File: src/design/dim_pkg.sv
// ----------------------------------------------------------------------------
// dim_pkg
// Shared constants, types and the firing-delay function of the phase dimmer.
// ----------------------------------------------------------------------------
package dim_pkg;

  // Channel counts: CHANNELS lanes exist, the first REG_CHANNELS have registers
  localparam int CHANNELS     = 2;
  localparam int REG_CHANNELS = 2;
  localparam int OUT_GATES    = 2;

  // Field widths
  localparam int CNT_W      = 14;
  localparam int PULSE_W    = 6;
  localparam int BRIGHT_W   = 7;
  localparam int CFG_IDX_W  = 3;
  localparam int CFG_DATA_W = 14;

  // Register indexes of the configuration port
  localparam logic [CFG_IDX_W-1:0] REG_BRIGHT_1 = 3'd0;
  localparam logic [CFG_IDX_W-1:0] REG_BRIGHT_2 = 3'd1;
  localparam logic [CFG_IDX_W-1:0] REG_ENABLE_1 = 3'd2;
  localparam logic [CFG_IDX_W-1:0] REG_ENABLE_2 = 3'd3;
  localparam logic [CFG_IDX_W-1:0] REG_LOCKOUT  = 3'd4;
  localparam logic [CFG_IDX_W-1:0] REG_PULSE    = 3'd5;

  // Reset values and limits
  localparam logic [CNT_W-1:0]    CNT_MAX       = 14'd16383;
  localparam logic [CNT_W-1:0]    LOCKOUT_RESET = 14'd8500;
  localparam logic [PULSE_W-1:0]  PULSE_RESET   = 6'd10;
  localparam logic [BRIGHT_W-1:0] BRIGHT_MAX    = 7'd100;

  // Delay = 8600 - floor(z*8100/99), z = b-1
  //       = 8600 - 81*z - floor(9*z/11); floor(9z/11) = (z*13410) >> 14 for z <= 99
  localparam logic [CNT_W-1:0] DELAY_LONGEST = 14'd8600;
  localparam logic [CNT_W-1:0] DELAY_STEP    = 14'd81;
  localparam logic [20:0]      DELAY_RECIP   = 21'd13410;

  // Per-channel settings handed to a channel lane
  typedef struct packed {
    logic               active;
    logic [CNT_W-1:0]   delay;
    logic [PULSE_W-1:0] pulse;
  } chan_cfg_t;

  // Firing delay in ticks for a brightness of 1..100; 0 gives the longest delay
  function automatic logic [CNT_W-1:0] delay_of(input logic [BRIGHT_W-1:0] b);
    logic [BRIGHT_W-1:0] z;
    logic [CNT_W-1:0]    coarse;
    logic [20:0]         prod;
    logic [CNT_W-1:0]    fine;
    z      = b - 7'd1;
    coarse = CNT_W'({7'd0, z} * DELAY_STEP);
    prod   = {14'd0, z} * DELAY_RECIP;
    fine   = {7'd0, prod[20:14]};
    if (b == '0) begin
      delay_of = DELAY_LONGEST;
    end else begin
      delay_of = DELAY_LONGEST - coarse - fine;
    end
  endfunction

endpackage

File: src/design/dim_in_if.sv
// ----------------------------------------------------------------------------
// dim_in_if
// Tick channel: one word per microsecond tick with the zero-cross flag.
// ----------------------------------------------------------------------------
interface dim_in_if;
  logic valid;
  logic ready;
  logic zero_cross;

  modport source (output valid, output zero_cross, input ready);
  modport sink   (input valid, input zero_cross, output ready);
endinterface

File: src/design/dim_out_if.sv
// ----------------------------------------------------------------------------
// dim_out_if
// Result channel: gate levels and crossing flag, one word per tick.
// ----------------------------------------------------------------------------
interface dim_out_if;
  logic valid;
  logic ready;
  logic gate_1;
  logic gate_2;
  logic crossing_taken;

  modport source (output valid, output gate_1, output gate_2, output crossing_taken,
                  input ready);
  modport sink   (input valid, input gate_1, input gate_2, input crossing_taken,
                  output ready);
endinterface

File: src/design/two_channel_phase_dimmer.sv
// A tick word's result is offered once it has passed the input register and the
// result register. Throughput: one tick word per cycle while results are taken;
// each holds one word, so one input word is taken while a result waits.
// Reset: synchronous, active low; registers return to their reset values,
// all lanes disarmed and the crossing counter cleared.
// ----------------------------------------------------------------------------
// two_channel_phase_dimmer
// Triac phase-angle dimmer: zero-cross filter feeding per-channel gate timers.
// ----------------------------------------------------------------------------
module two_channel_phase_dimmer
  import dim_pkg::*;
(
  input  logic                  clk,
  input  logic                  rst_n,
  dim_in_if.sink                in_word,
  dim_out_if.source             out_word,
  input  logic                  cfg_we,
  input  logic [CFG_IDX_W-1:0]  cfg_idx,
  input  logic [CFG_DATA_W-1:0] cfg_data
);

  chan_cfg_t            chan_cfg [CHANNELS];
  logic [CNT_W-1:0]     lockout;
  logic                 in_vld_r, in_vld_nxt;
  logic                 zc_r;
  logic                 out_vld_r, out_vld_nxt;
  logic [OUT_GATES-1:0] gate_r;
  logic [OUT_GATES-1:0] gate_vec;
  logic                 taken_r;
  logic [CNT_W-1:0]     tick_r, tick_nxt;
  logic                 adv, fire, taken, in_acc;
  logic [CHANNELS-1:0]  lane_gate;

  dim_cfg u_cfg (
    .clk      (clk),
    .rst_n    (rst_n),
    .cfg_we   (cfg_we),
    .cfg_idx  (cfg_idx),
    .cfg_data (cfg_data),
    .chan_cfg (chan_cfg),
    .lockout  (lockout)
  );

  // Handshake: the input stage moves when the result register is free
  assign adv           = !out_vld_r || out_word.ready;
  assign fire          = in_vld_r && adv;
  assign in_word.ready = !in_vld_r || adv;
  assign in_acc        = in_word.valid && in_word.ready;

  assign in_vld_nxt  = in_acc ? 1'b1 : (fire ? 1'b0 : in_vld_r);
  assign out_vld_nxt = fire ? 1'b1 : (out_word.ready ? 1'b0 : out_vld_r);

  // Crossing filter: test against the count before this tick
  assign taken    = zc_r && (tick_r > lockout);
  assign tick_nxt = taken ? '0 : ((tick_r != CNT_MAX) ? tick_r + 14'd1 : tick_r);

  // Channel lanes
  for (genvar c = 0; c < CHANNELS; c++) begin : g_chan
    dim_chan u_chan (
      .clk   (clk),
      .rst_n (rst_n),
      .step  (fire),
      .taken (taken),
      .cfg   (chan_cfg[c]),
      .gate  (lane_gate[c])
    );
  end

  // Map lanes onto the two gate outputs; missing lanes read low
  for (genvar g = 0; g < OUT_GATES; g++) begin : g_gate
    if (g < CHANNELS) begin : g_have
      assign gate_vec[g] = lane_gate[g];
    end else begin : g_none
      assign gate_vec[g] = 1'b0;
    end
  end

  // Control registers
  always_ff @(posedge clk) begin
    if (!rst_n) begin
      in_vld_r  <= 1'b0;
      out_vld_r <= 1'b0;
      tick_r    <= '0;
    end else begin
      in_vld_r  <= in_vld_nxt;
      out_vld_r <= out_vld_nxt;
      if (fire) begin
        tick_r <= tick_nxt;
      end
    end
  end

  // Payload registers: capture input word, load result word
  always_ff @(posedge clk) begin
    if (in_acc) begin
      zc_r <= in_word.zero_cross;
    end
    if (fire) begin
      gate_r  <= gate_vec;
      taken_r <= taken;
    end
  end

  assign out_word.valid          = out_vld_r;
  assign out_word.gate_1         = gate_r[0];
  assign out_word.gate_2         = gate_r[1];
  assign out_word.crossing_taken = taken_r;

`ifndef ASSERT_OFF
  // An accepted crossing restarts the tick count
  a_tick_clear: assert property (@(posedge clk) disable iff (!rst_n)
    fire && taken |=> tick_r == '0)
    else $error("tick counter not cleared after accepted crossing");

  // The tick count only moves when a tick is processed
  a_tick_hold: assert property (@(posedge clk) disable iff (!rst_n)
    !fire |=> $stable(tick_r))
    else $error("tick counter moved without a processed tick");

  // A blocked input stage keeps its word
  a_stage_hold: assert property (@(posedge clk) disable iff (!rst_n)
    in_vld_r && !adv |=> in_vld_r && $stable(zc_r))
    else $error("input stage lost its word while blocked");

  // A processed tick always leaves a result word behind
  a_result_load: assert property (@(posedge clk) disable iff (!rst_n)
    fire |=> out_vld_r)
    else $error("processed tick produced no result word");
`endif

endmodule

File: src/design/dim_cfg.sv
// ----------------------------------------------------------------------------
// dim_cfg
// Configuration registers; the firing delay is looked up on each brightness write.
// ----------------------------------------------------------------------------
module dim_cfg
  import dim_pkg::*;
(
  input  logic                  clk,
  input  logic                  rst_n,
  input  logic                  cfg_we,
  input  logic [CFG_IDX_W-1:0]  cfg_idx,
  input  logic [CFG_DATA_W-1:0] cfg_data,
  output chan_cfg_t             chan_cfg [CHANNELS],
  output logic [CNT_W-1:0]      lockout
);

  logic [BRIGHT_W-1:0] bright_r [REG_CHANNELS];
  logic [CNT_W-1:0]    delay_r  [REG_CHANNELS];
  logic                en_r     [REG_CHANNELS];
  logic [CNT_W-1:0]    lockout_r;
  logic [PULSE_W-1:0]  pulse_r;
  logic [BRIGHT_W-1:0] bright_wr;

  // Saturate brightness writes at full scale
  assign bright_wr = (cfg_data[BRIGHT_W-1:0] > BRIGHT_MAX) ? BRIGHT_MAX
                                                          : cfg_data[BRIGHT_W-1:0];

  // Register writes; unknown indexes are dropped
  always_ff @(posedge clk) begin
    if (!rst_n) begin
      for (int c = 0; c < REG_CHANNELS; c++) begin
        bright_r[c] <= '0;
        delay_r[c]  <= DELAY_LONGEST;
        en_r[c]     <= 1'b0;
      end
      lockout_r <= LOCKOUT_RESET;
      pulse_r   <= PULSE_RESET;
    end else if (cfg_we) begin
      unique case (cfg_idx)
        REG_BRIGHT_1: begin
          bright_r[0] <= bright_wr;
          delay_r[0]  <= delay_of(bright_wr);
        end
        REG_BRIGHT_2: begin
          bright_r[1] <= bright_wr;
          delay_r[1]  <= delay_of(bright_wr);
        end
        REG_ENABLE_1: en_r[0]   <= cfg_data[0];
        REG_ENABLE_2: en_r[1]   <= cfg_data[0];
        REG_LOCKOUT:  lockout_r <= cfg_data[CNT_W-1:0];
        REG_PULSE:    pulse_r   <= cfg_data[PULSE_W-1:0];
        default: begin
        end
      endcase
    end
  end

  // Hand each lane its settings; lanes without registers stay off
  for (genvar c = 0; c < CHANNELS; c++) begin : g_lane
    if (c < REG_CHANNELS) begin : g_reg
      assign chan_cfg[c].active = en_r[c] && (bright_r[c] != '0);
      assign chan_cfg[c].delay  = delay_r[c];
      assign chan_cfg[c].pulse  = pulse_r;
    end else begin : g_off
      assign chan_cfg[c] = '0;
    end
  end

  assign lockout = lockout_r;

endmodule

File: src/design/dim_chan.sv
// ----------------------------------------------------------------------------
// dim_chan
// One dimmer lane: phase counter, arm flag and gate pulse counter.
// ----------------------------------------------------------------------------
module dim_chan
  import dim_pkg::*;
(
  input  logic      clk,
  input  logic      rst_n,
  input  logic      step,
  input  logic      taken,
  input  chan_cfg_t cfg,
  output logic      gate
);

  logic [CNT_W-1:0]   phase_r, phase_nxt, phase_inc;
  logic               armed_r, armed_nxt;
  logic [PULSE_W-1:0] pulse_r, pulse_nxt, pulse_cur;

  assign phase_inc = (phase_r != CNT_MAX) ? phase_r + 14'd1 : phase_r;

  // Work out this tick's lane update
  always_comb begin
    phase_nxt = phase_r;
    armed_nxt = armed_r;
    pulse_cur = pulse_r;
    gate      = 1'b0;
    pulse_nxt = pulse_r;
    if (!cfg.active) begin
      armed_nxt = 1'b0;
      pulse_nxt = '0;
    end else begin
      if (taken) begin
        phase_nxt = '0;
        armed_nxt = 1'b1;
      end else if (armed_r) begin
        phase_nxt = phase_inc;
        if (phase_inc >= cfg.delay) begin
          armed_nxt = 1'b0;
          pulse_cur = cfg.pulse;
        end
      end
      gate      = (pulse_cur != '0);
      pulse_nxt = gate ? pulse_cur - 6'd1 : pulse_cur;
    end
  end

  // Advance the lane once per processed tick
  always_ff @(posedge clk) begin
    if (!rst_n) begin
      phase_r <= '0;
      armed_r <= 1'b0;
      pulse_r <= '0;
    end else if (step) begin
      phase_r <= phase_nxt;
      armed_r <= armed_nxt;
      pulse_r <= pulse_nxt;
    end
  end

endmodule
File: src/flat_wrapper.sv
// flat-port wrapper written by rule: the top's interface ports become plain ports
module two_channel_phase_dimmer_flat import dim_pkg::*;
  (clk, rst_n, cfg_we, cfg_idx, cfg_data, in_word_valid, in_word_zero_cross, in_word_ready, out_word_valid, out_word_gate_1, out_word_gate_2, out_word_crossing_taken, out_word_ready);
  dim_in_if in_word_i ();
  dim_out_if out_word_i ();
  input  logic clk;
  input  logic rst_n;
  input  logic cfg_we;
  input  logic [CFG_IDX_W-1:0] cfg_idx;
  input  logic [CFG_DATA_W-1:0] cfg_data;
  input wire logic [$bits(in_word_i.valid)-1:0] in_word_valid;
  input wire logic [$bits(in_word_i.zero_cross)-1:0] in_word_zero_cross;
  output wire logic [$bits(in_word_i.ready)-1:0] in_word_ready;
  output wire logic [$bits(out_word_i.valid)-1:0] out_word_valid;
  output wire logic [$bits(out_word_i.gate_1)-1:0] out_word_gate_1;
  output wire logic [$bits(out_word_i.gate_2)-1:0] out_word_gate_2;
  output wire logic [$bits(out_word_i.crossing_taken)-1:0] out_word_crossing_taken;
  input wire logic [$bits(out_word_i.ready)-1:0] out_word_ready;
  assign in_word_i.valid = in_word_valid;
  assign in_word_i.zero_cross = in_word_zero_cross;
  assign in_word_ready = in_word_i.ready;
  assign out_word_valid = out_word_i.valid;
  assign out_word_gate_1 = out_word_i.gate_1;
  assign out_word_gate_2 = out_word_i.gate_2;
  assign out_word_crossing_taken = out_word_i.crossing_taken;
  assign out_word_i.ready = out_word_ready;
  two_channel_phase_dimmer u_core (.clk(clk), .rst_n(rst_n), .in_word(in_word_i), .out_word(out_word_i), .cfg_we(cfg_we), .cfg_idx(cfg_idx), .cfg_data(cfg_data));
endmodule
File: config.mk
export PLATFORM = sky130hd
export DESIGN_NAME = two_channel_phase_dimmer_flat
export DESIGN_NICKNAME = d
export VERILOG_FILES = /design/src/design/dim_pkg.sv /design/src/design/dim_in_if.sv /design/src/design/dim_out_if.sv /design/src/design/two_channel_phase_dimmer.sv /design/src/design/dim_cfg.sv /design/src/design/dim_chan.sv /design/src/flat_wrapper.sv
export SDC_FILE = /design/constraint.sdc
export NUM_CORES = 1
export LEC_CHECK = 0
export BUFFER_PORTS_ARGS = -buffer_cell sky130_fd_sc_hd__buf_2
export CORE_MARGIN = 4
export CORE_UTILIZATION = 53
export CTS_CLUSTER_SIZE = 25
export DETAILED_ROUTE_END_ITERATION = 8
export MAX_ROUTING_LAYER = met4
export PLACE_DENSITY_LB_ADDON = 0.3
export SYNTH_ARGS = -nofsm -noshare
export SYNTH_HDL_FRONTEND = slang
export SYNTH_SLANG_ARGS = --single-unit
export TNS_END_PERCENT = 100
File: constraint.sdc
create_clock -name clk -period 28.9 [get_ports clk]
set_input_delay 4.335 -clock clk [delete_from_list [all_inputs] [get_ports clk]]
set_output_delay 4.335 -clock clk [all_outputs]
set_load 0.005 [all_outputs]
# Yosys cells after proc, flatten, opt, wreduce, memory -nomap -nowiden
# Memories as Yosys holds them, arrays and structs flattened.
# Index checks and enable logic that the tools add are counted.
dict set report word_totals {
  ff_bits 82
  mem_bits_rw 44
  inputBits 23
  memories 3
}
# name depth width read_ports rd_clocked_by_memory_dff write_ports line_no
set mem_list {}
lappend mem_list {u_core.u_cfg.delay_r 2 14 2 0 2 dim_cfg.sv:18} ;# logic [CNT_W-1:0] delay_r [REG_CHANNELS];
lappend mem_list {u_core.u_cfg.bright_r 2 7 2 0 2 dim_cfg.sv:17} ;# logic [BRIGHT_W-1:0] bright_r [REG_CHANNELS];
lappend mem_list {u_core.u_cfg.en_r 2 1 2 0 2 dim_cfg.sv:19} ;# logic en_r [REG_CHANNELS];
dict set report classes {
  n_addsub 8
  mul 2
  n_lt_le_gt_ge 4
  eq_ne 8
  mux 63
  bitwise 6
  n_reduce_logical 25
}
# op count
set op_table {}
lappend op_table {{14-bit two-way mux} 17}
lappend op_table {{6-bit two-way mux} 12}
lappend op_table {{14-bit by 1-bit adder with 14-bit output, second input constant} 3}
lappend op_table {{14-bit inequality test, second input constant} 3}
lappend op_table {{1-bit two-way mux} 31}
lappend op_table {{14-bit greater-or-equal comparator} 2}
lappend op_table {{7-bit two-way mux} 3}
lappend op_table {{7-bit by 13-bit multiplier with 20-bit output, second input constant} 1}
lappend op_table {{14-bit greater-than comparator} 1}
lappend op_table {{7-bit by 7-bit multiplier with 14-bit output, second input constant} 1}
lappend op_table {{7-bit nonzero test} 2}
lappend op_table {{14-bit subtractor, first input constant} 1}
lappend op_table {{14-bit by 7-bit subtractor with 14-bit output} 1}
lappend op_table {{6-bit nonzero test} 2}
lappend op_table {{6-bit by 1-bit subtractor with 6-bit output, second input constant} 2}
lappend op_table {{2-bit nonzero test} 5}
lappend op_table {{7-bit greater-than comparator, second input constant} 1}
lappend op_table {{7-bit logical NOT} 1}
lappend op_table {{7-bit by 1-bit subtractor with 7-bit output, second input constant} 1}
lappend op_table {{3-bit by 2-bit equality test with 1-bit output, second input constant} 2}
lappend op_table {{3-bit equality test, second input constant} 2}
lappend op_table {{1-bit bitwise OR} 6}
lappend op_table {{2-bit AND reduction} 3}
lappend op_table {{3-bit AND reduction} 2}
lappend op_table {{5 further kinds} 11}

# Depth between registers and ports, before layout
# Gate-level depths: netlist (run 1).
dict set report depth {
  word_depth 11
  mapped_depth 35
}

# By module
# A second synthesis (run 1) with hierarchy kept.
dict set report unflattened {
  hier_cells 1091
  area_unflattened_um2 9681.8
}
# mod n_inst cells_each area_each_um2 seq_area_each_um2
set modules_own_cells {}
lappend modules_own_cells {dim_cfg 1 471 4780.8 1721.7}
lappend modules_own_cells {dim_chan 2 240 1808.0 420.4}
lappend modules_own_cells {two_channel_phase_dimmer 1 140 1285.0 440.4}

# Worst setup path after synthesis (run 1)
# OpenSTA, ideal clock, no wires.
dict set report synth_timing {
  path_type {input port to flip-flop}
  startpoint {input cfg_data[3]}
  endpoint {memory u_core.u_cfg.delay_r[0][12] (data pin)}
  setup_ns 0.261
  t_arrival_ns 12.022
  required_ns 28.639
  path_slack_ns 16.617
  path_stages 33
  cell_sequence {buf_4 o311ai_4 nand2_1 ha_1 nor3b_2 mux2i_1 ha_1 ha_1 inv_1 fa_1 inv_1 ha_1 and4_1 a221o_1 a31oi_2 o31ai_2 o21a_1 or4_1 a31oi_1 xnor2_1 ha_1 ha_1 fa_1 fa_1 inv_1 ha_1 inv_1 nor2_1 o21a_1 o41ai_1 o21ai_0 xnor2_1 nor2_1}
}
# element line_no
set synth_lines {}
lappend synth_lines {{from (decl)} flat_wrapper.sv:10} ;# input logic [CFG_DATA_W-1:0] cfg_data;
lappend synth_lines {{to (decl)} dim_cfg.sv:18}

==> impl_summary.log, run 1 <==
INFO  metric outcome = finished, final reports clean
INFO  metric cts_buffers = 17
INFO  metric synth_fp_nets = 1184
INFO  metric final.min_clock_period = 12.79 ns
INFO  metric finish.cell_count_without_fillers = 1268
INFO  metric initial_core_util = 54.0%
INFO  metric grt_max_degree = 67
INFO  metric ys.flop_type = dfxtp_1
INFO  metric drt_iter0_markers = 400
INFO  metric cts-resized-gates = 0
INFO  metric crit_path_start = cfg_data[2]
INFO  metric hold_crit_class = flop to flop
INFO  metric end_kind = flop
INFO  metric highest_fanout_seen_on_the_critical_path = 10
INFO  metric final-setup-viol-count = 0
INFO  metric reg_to_reg_slack_setup = 23.62 ns
INFO  metric cp_top_family = adder cells
INFO  metric wire_length_of_the_first_global_routing_pass = 32.9 mm
INFO  metric clock_skew = 0.00860 ns
INFO  metric final.period_utilization = 44.2%
INFO  metric synth-edff-count = 48
INFO  metric slew_headroom = 28.2%
INFO  metric timing.max_cap.violations = 0
INFO  metric finalHoldViolCount = 0
INFO  metric core_area = 17200 µm²
INFO  metric dpl-instance-area = 9670 µm²
INFO  metric fin_worst_hold_slack = 0.462 ns
INFO  metric critical_path_buf_inv_count = 5
INFO  metric synth.cell_area = 9310 µm²
INFO  metric clkSlewWorstSetupHoldPaths = 0.06 ns
INFO  metric critical_path.max_stage_delay = 0.68 ns
INFO  metric power.share.combinational = 46.0%
INFO  metric ys_warn_count = 0
INFO  metric tns = 0 ns
INFO  metric internal_power = 467 µW
INFO  metric grt_setup_unrepaired = no
INFO  metric ir_drop = 0.0000570 V
INFO  metric grt_pass1_vias = 6778
INFO  metric sink_count = 126
INFO  metric final_wirelength = 19.8 mm
INFO  metric number_of_distinct_standard_cells_referenced_by_the_synthesized_netlist = 75
INFO  metric sequentialPowerShare = 27.2%
INFO  metric layout_common_cells = ha_1 (136), inv_1 (101), nand2_1 (84)
INFO  metric drive_gt1_share = 9.11%
INFO  metric vias = 7113
INFO  metric clock_latency = 0.42 ns
INFO  metric swShare = 37.1%
INFO  metric worstSetupPathType = primary input to flop
INFO  metric synthCells = 1008
INFO  metric reg2reg_from = u_core.g_chan[1].u_chan.phase_r[3]$_SDFFE_PN0P_
INFO  metric syn-mean-instance-area = 9.24 µm²
INFO  metric timing.hold.worst.start = u_core.u_cfg.lockout[12]$_SDFFE_PN0P_
INFO  metric hpwl = 14.9 mm
INFO  metric arrival = 12.95 ns
INFO  metric postCtsSetupBuffers = 0
INFO  metric row_count = 48
INFO  metric timing.critical_path.required = 29.06 ns
INFO  metric crit_slowest_cell = mux2i_1
INFO  metric final_area = 10200 µm²
INFO  metric layout.cells.most_common = ha_1
INFO  metric gp_routability_congestion = 0.883
INFO  metric post-layout-total-power = 743 µW
INFO  metric i_o_pin_count = 28
INFO  metric ant_nets_after_route = 0
INFO  metric cts.root.buffer_cell = clkbuf_16
INFO  metric async_reset_ff_share = 0%
INFO  metric via_per_inst = 5.61
INFO  metric worstSetupStartpointType = primary input
INFO  metric syn2layout_area_growth = 9.74%
INFO  metric antenna_violations_before_repair = 0
INFO  metric total_leakage_power = 4.61 nW
INFO  metric area_enclosed_by_the_die_boundary = 19700 µm²
INFO  metric clockBufferDepth = 2
INFO  metric grt-ovfl-total = 0
INFO  metric synth-seq-cells = 126
INFO  metric maxSlewViolCount = 0
INFO  metric maxClockFrequency = 0.0782 GHz
INFO  metric wl_per_cell = 15.6 µm
INFO  metric nNetsFinal = 1206
INFO  metric proportion_of_power_drawn_by_the_clock_network = 26.8%
INFO  metric tritoncts = built
INFO  metric placement.io_buffers = 27
INFO  metric cts-htree-levels = 4
INFO  metric power_switching = 276 µW
INFO  metric tightest_slew = 1.08 ns
INFO  metric synth.yosys.seq_area_share = 32.3%
INFO  metric drt_first_pass_iters = 5
INFO  metric die_w = 141 µm
INFO  metric num_antenna_cells = 0
INFO  metric drt_drc_violations_left = 0
INFO  metric grtUsageTotal = 21.0%
INFO  metric placed_cells = 1236
INFO  metric worst_path_most_repeated_cell = ha_1
INFO  metric post_cts_hold_buffer_count = 0
INFO  metric pwr_density = 72.7 nW/µm²
INFO  metric height_of_the_die = 141 µm
-- area by class of cell --
| type | count | area [µm²] |
|---|---|---|
| clock buffers | 17 | 425 |
| clock inverters | 15 | 125 |
| fillers | 1473 | 7020 |
| inverters | 102 | 383 |
| multi-input cells | 751 | 5830 |
| flip-flops and latches | 126 | 3000 |
| well taps | 225 | 282 |
| repair buffers | 32 | 173 |
-- per-stage QoR --
step | util (%) | setup slack, ns
floorplan | - | 16.62
global placement | 56.1 | 15.99
detailed placement | 56.1 | 15.68
CTS | 59.3 | 16.11
global route | 59.3 | 15.55
finish | 59.3 | 16.11
-- sequential cells by signal (all words and copies together) (netlist names), 2 cells and up --
| register | cells |
|---|---|
| u_core.u_cfg.bright_r | 14 |
| u_core.g_chan.u_chan.armed_r | 2 |
| u_core.u_cfg.pulse_r | 6 |
| u_core.g_chan.u_chan.phase_r | 28 |
| u_core.g_chan.u_chan.pulse_r | 12 |
| u_core.u_cfg.en_r | 2 |
| u_core.gate_r | 2 |
| u_core.u_cfg.lockout | 14 |
| u_core.tick_r | 14 |
| u_core.u_cfg.delay_r | 28 |
-- worst paths after layout --
path / to / depth (start not counted)
setup / recovery: u_core.u_cfg.delay_r[0][26]$_DFFE_PP_ / 33
hold / removal: u_core.u_cfg.lockout[12]$_SDFFE_PN0P_ / 2
setup reg to reg: u_core.gate_r[1]$_SDFFCE_PN0P_ / 17
hold reg to reg: u_core.u_cfg.lockout[12]$_SDFFE_PN0P_ / 2
-- worst register-to-register path: cells and delay by family, from the launching register on --
kind | cells | cell delay [ns]
fa+ha+maj | 2 | 0.50
compound gates | 3 | 0.51
mux | 2 | 0.71
simple gates | 9 | 2.60
flops | 1 | 0.50
xor+xnor | 1 | 0.17
-- cell families after synthesis --
family          Yosys count  share of synthesized area [%]
simple gates            329                           18.3
fa+ha+maj               153                           21.9
compound gates          193                           14.5
mux                      18                           2.00
buf+inv                 131                           5.46
xor+xnor                 58                           5.46
flops                   126                           32.3
-- Yosys cell counts (all sizes together), types with 17 or more instances --
cell type	n	area (µm²)
clkbuf	20	77.6
edfxtp	48	1440
inv	102	383
dfxtp	78	1560
xor2	27	236
a21boi	17	128
nand2	84	315
fa	17	340
nor2	71	272
xnor2	31	272
and3	21	131
nor2b	28	175
nand3	31	160
o21ai	31	155
ha	136	1700
a21oi	42	214
nor3	22	133
-- metal layers --
| layer | track usage, % | part of all wire, % |
|---|---|---|
| met1 | 27.5 | 48 |
| met4 | 4.84 | 0.70 |
| met5 | - | 0 |
| met3 | 3.52 | 3.6 |
| met2 | 34.3 | 48 |
-- power by group through the flow --
stage / registers (mW) / clock network, mW / logic [mW]
after floorplan: 0.204 / 0 / 0.267
after global placement: 0.205 / 0 / 0.336
after detailed placement: 0.206 / 0 / 0.340
after CTS: 0.202 / 0.201 / 0.343
after global routing: 0.203 / 0.210 / 0.402
final: 0.202 / 0.199 / 0.342
No activity file was read; power rests on OpenSTA's default activity.
==> run 2, diff against run 1 <==
==> constraint.sdc (replaced) <==
create_clock -name clk -period 10.8 [get_ports clk]
set_input_delay 1.62 -clock clk [delete_from_list [all_inputs] [get_ports clk]]
set_output_delay 1.62 -clock clk [all_outputs]
set_load 0.005 [all_outputs]
==> impl_summary.log, run 2 (synthesized netlist as in run 1, its figures left out) <==
INFO  metric maxClockFrequency = 0.103 GHz
INFO  metric total_leakage_power = 4.65 nW (+0.68%)
INFO  metric i_o_pin_count = 28 (unchanged)
INFO  metric cts-htree-levels = 4 (unchanged)
INFO  metric maxSlewViolCount = 0 (unchanged)
INFO  metric cts_buffers = 17 (unchanged)
INFO  metric worst_r2r_endpoint = u_core.gate_r[1]$_SDFFCE_PN0P_
INFO  metric height_of_the_die = 141 µm (unchanged)
INFO  metric critical_path.max_stage_delay = 0.54 ns (-0.14 ns)
INFO  metric reg2reg_from = u_core.g_chan[1].u_chan.phase_r[3]$_SDFFE_PN0P_
INFO  metric die_w = 141 µm (unchanged)
INFO  metric final_wirelength = 19.8 mm (+0.17%)
INFO  metric outcome = finished, final reports clean
INFO  metric hold-path-endpoint = u_core.u_cfg.lockout[1]$_SDFFE_PN0P_
INFO  metric drt_first_pass_iters = 5 (unchanged)
INFO  metric postCtsSetupBuffers = 0 (unchanged)
INFO  metric clkSlewWorstSetupHoldPaths = 0.05 ns (about the same)
INFO  metric cts-resized-gates = 0 (unchanged)
INFO  metric tns = 0 ns (unchanged)
INFO  metric worst_r2r_path_depth = 17 (unchanged)
INFO  metric gp_routability_congestion = 0.864 (-2.2%)
INFO  metric sink_count = 126 (unchanged)
INFO  metric whs_path_depth = 2 (unchanged)
INFO  metric post-layout-total-power = 2.00 mW (+170%)
INFO  metric grt_pass1_vias = 6858 (+1.2%)
INFO  metric tightest_slew = 1.08 ns (-0.00165 ns)
INFO  metric crit_slowest_cell = fa_1
INFO  metric tritoncts = built
INFO  metric timing.critical_path.required = 10.95 ns (-18.11 ns)
INFO  metric layout.cells.most_common = ha_1
INFO  metric reg_to_reg_slack_setup = 5.52 ns (-18.10 ns)
INFO  metric ant_nets_after_route = 0 (unchanged)
INFO  metric final_setup_margin = 1.12 ns (-14.99 ns)
INFO  metric grtUsageTotal = 21.1% (+0.10 points)
INFO  metric clockBufferDepth = 2 (unchanged)
INFO  metric ir_drop = 0.000127 V (+120%)
INFO  metric layout_top_registers = u_core.g_chan.u_chan.phase_r x28, u_core.u_cfg.delay_r x28
INFO  metric nNetsFinal = 1207 (+0.083%)
INFO  metric drt_drc_violations_left = 0 (unchanged)
INFO  metric worst_path_most_repeated_cell = ha_1
INFO  metric wire_length_of_the_first_global_routing_pass = 33.3 mm (+1.2%)
INFO  metric finalHoldViolCount = 0 (unchanged)
INFO  metric multi_input_comb_area = 5830 µm² (unchanged)
INFO  metric clock_latency = 0.42 ns (about the same)
INFO  metric core_area = 17200 µm² (unchanged)
INFO  metric placement.io_buffers = 27 (unchanged)
INFO  metric pre_cts_slack = 0.711 ns (-14.97 ns)
INFO  metric final.min_clock_period = 9.68 ns
INFO  metric timing.max_cap.violations = 0 (unchanged)
INFO  metric grt_max_degree = 67 (unchanged)
INFO  metric final.period_utilization = 89.6%
INFO  metric slew_headroom = 28.3% (+0.11 points)
INFO  metric area_enclosed_by_the_die_boundary = 19700 µm² (unchanged)
INFO  metric drive_gt1_share = 8.81% (-0.30 points)
INFO  metric drt_iter0_markers = 345 (-14%)
INFO  metric finalCoreUtilization = 59.5% (+0.21 points)
INFO  metric antenna_violations_before_repair = 0 (unchanged)
INFO  metric n_fill_cell = 1483 (+0.68%)
INFO  metric layout_common_cells = ha_1 (136), inv_1 (101), nand2_1 (84)
INFO  metric grt_setup_unrepaired = no
INFO  metric grt-ovfl-total = 0 (unchanged)
INFO  metric row_count = 48 (unchanged)
INFO  metric seq_area = 3000 µm² (unchanged)
INFO  metric worstSetupStartpointType = primary input
INFO  metric end_kind = flop
INFO  metric vias = 7124 (+0.15%)
INFO  metric hpwl = 14.9 mm (-0.20%)
INFO  metric wl_per_cell = 15.6 µm (about the same)
INFO  metric via_per_inst = 5.61 (about the same)
INFO  metric highest_fanout_seen_on_the_critical_path = 10 (unchanged)
INFO  metric arrival = 9.84 ns (-3.11 ns)
INFO  metric clock_skew = 0.0120 ns (+0.00340 ns)
INFO  metric syn2layout_area_growth = 10.1%
INFO  metric pwr_density = 195 nW/µm² (+170%)
INFO  metric timing.hold.worst.start = u_core.u_cfg.lockout[1]$_SDFFE_PN0P_
INFO  metric worstSetupPathType = primary input to flop
INFO  metric post_cts_hold_buffer_count = 0 (unchanged)
INFO  metric num_antenna_cells = 0 (unchanged)
INFO  metric initial_core_util = 54.0% (unchanged)
INFO  metric cts.root.buffer_cell = clkbuf_16
INFO  metric hold_crit_class = flop to flop
INFO  metric final-setup-viol-count = 0 (unchanged)
## run 2: worst max-delay path by stage
stage / startpoint / to / slack (ns) / cells after the start
5_1_grt: cfg_data[2] / u_core.u_cfg.delay_r[0][26]$_DFFE_PP_ / 0.53 / 33
2_1_floorplan: cfg_data[3] / u_core.u_cfg.delay_r[0][12]$_DFFE_PP_ / 1.23 / 33
3_5_place_dp: cfg_data[2] / u_core.u_cfg.delay_r[0][26]$_DFFE_PP_ / 0.71 / 33
3_3_place_gp: cfg_data[5] / u_core.u_cfg.delay_r[0][26]$_DFFE_PP_ / 0.87 / 33
6_report: cfg_data[2] / u_core.u_cfg.delay_r[0][12]$_DFFE_PP_ / 1.12 / 35
4_1_cts: cfg_data[2] / u_core.u_cfg.delay_r[0][12]$_DFFE_PP_ / 1.10 / 33
## run 2: layout make-up
cell class	instances	area share, %
Clock inverter	4	0.195
Tap cell	225	2.75
Clock buffer	28	5.46
Inverter	102	3.73
Sequential cell	126	29.3
Multi-Input combinational cell	751	56.8
Timing Repair Buffer	33	1.76
## run 2: critical path, delay by kind of cell
family          cells  cell delay, ns
compound gates      8            1.81
xor+xnor            3            0.61
fa+ha+maj          11            3.69
buf+inv             6            0.69
simple gates        7            1.41
## run 2: report_power, final
group	total, mW	internal (mW)	switching [mW]
sequential	0.540	0.529	0.0110
combinational	0.906	0.404	0.502
clock	0.552	0.350	0.202
total	2.00	1.28	0.715
## run 2: per-stage QoR
stage	area, µm²	hold slack, ns	cells
2_1_floorplan	9310	0.443	1008
3_3_place_gp	9670	0.455	1237
3_5_place_dp	9670	0.462	1237
4_1_cts	10300	0.470	1269
5_1_grt	10300	0.489	1269
6_report	10300	0.466	1269
## run 2: metal layers
layer,wire length [µm],up-vias,global-route usage (%)
met4,263,0,5.92
met2,9380,141,33.3
met5,0,-,-
met3,700,21,3.55
met1,9440,3338,28.2
li1,-,3624,-
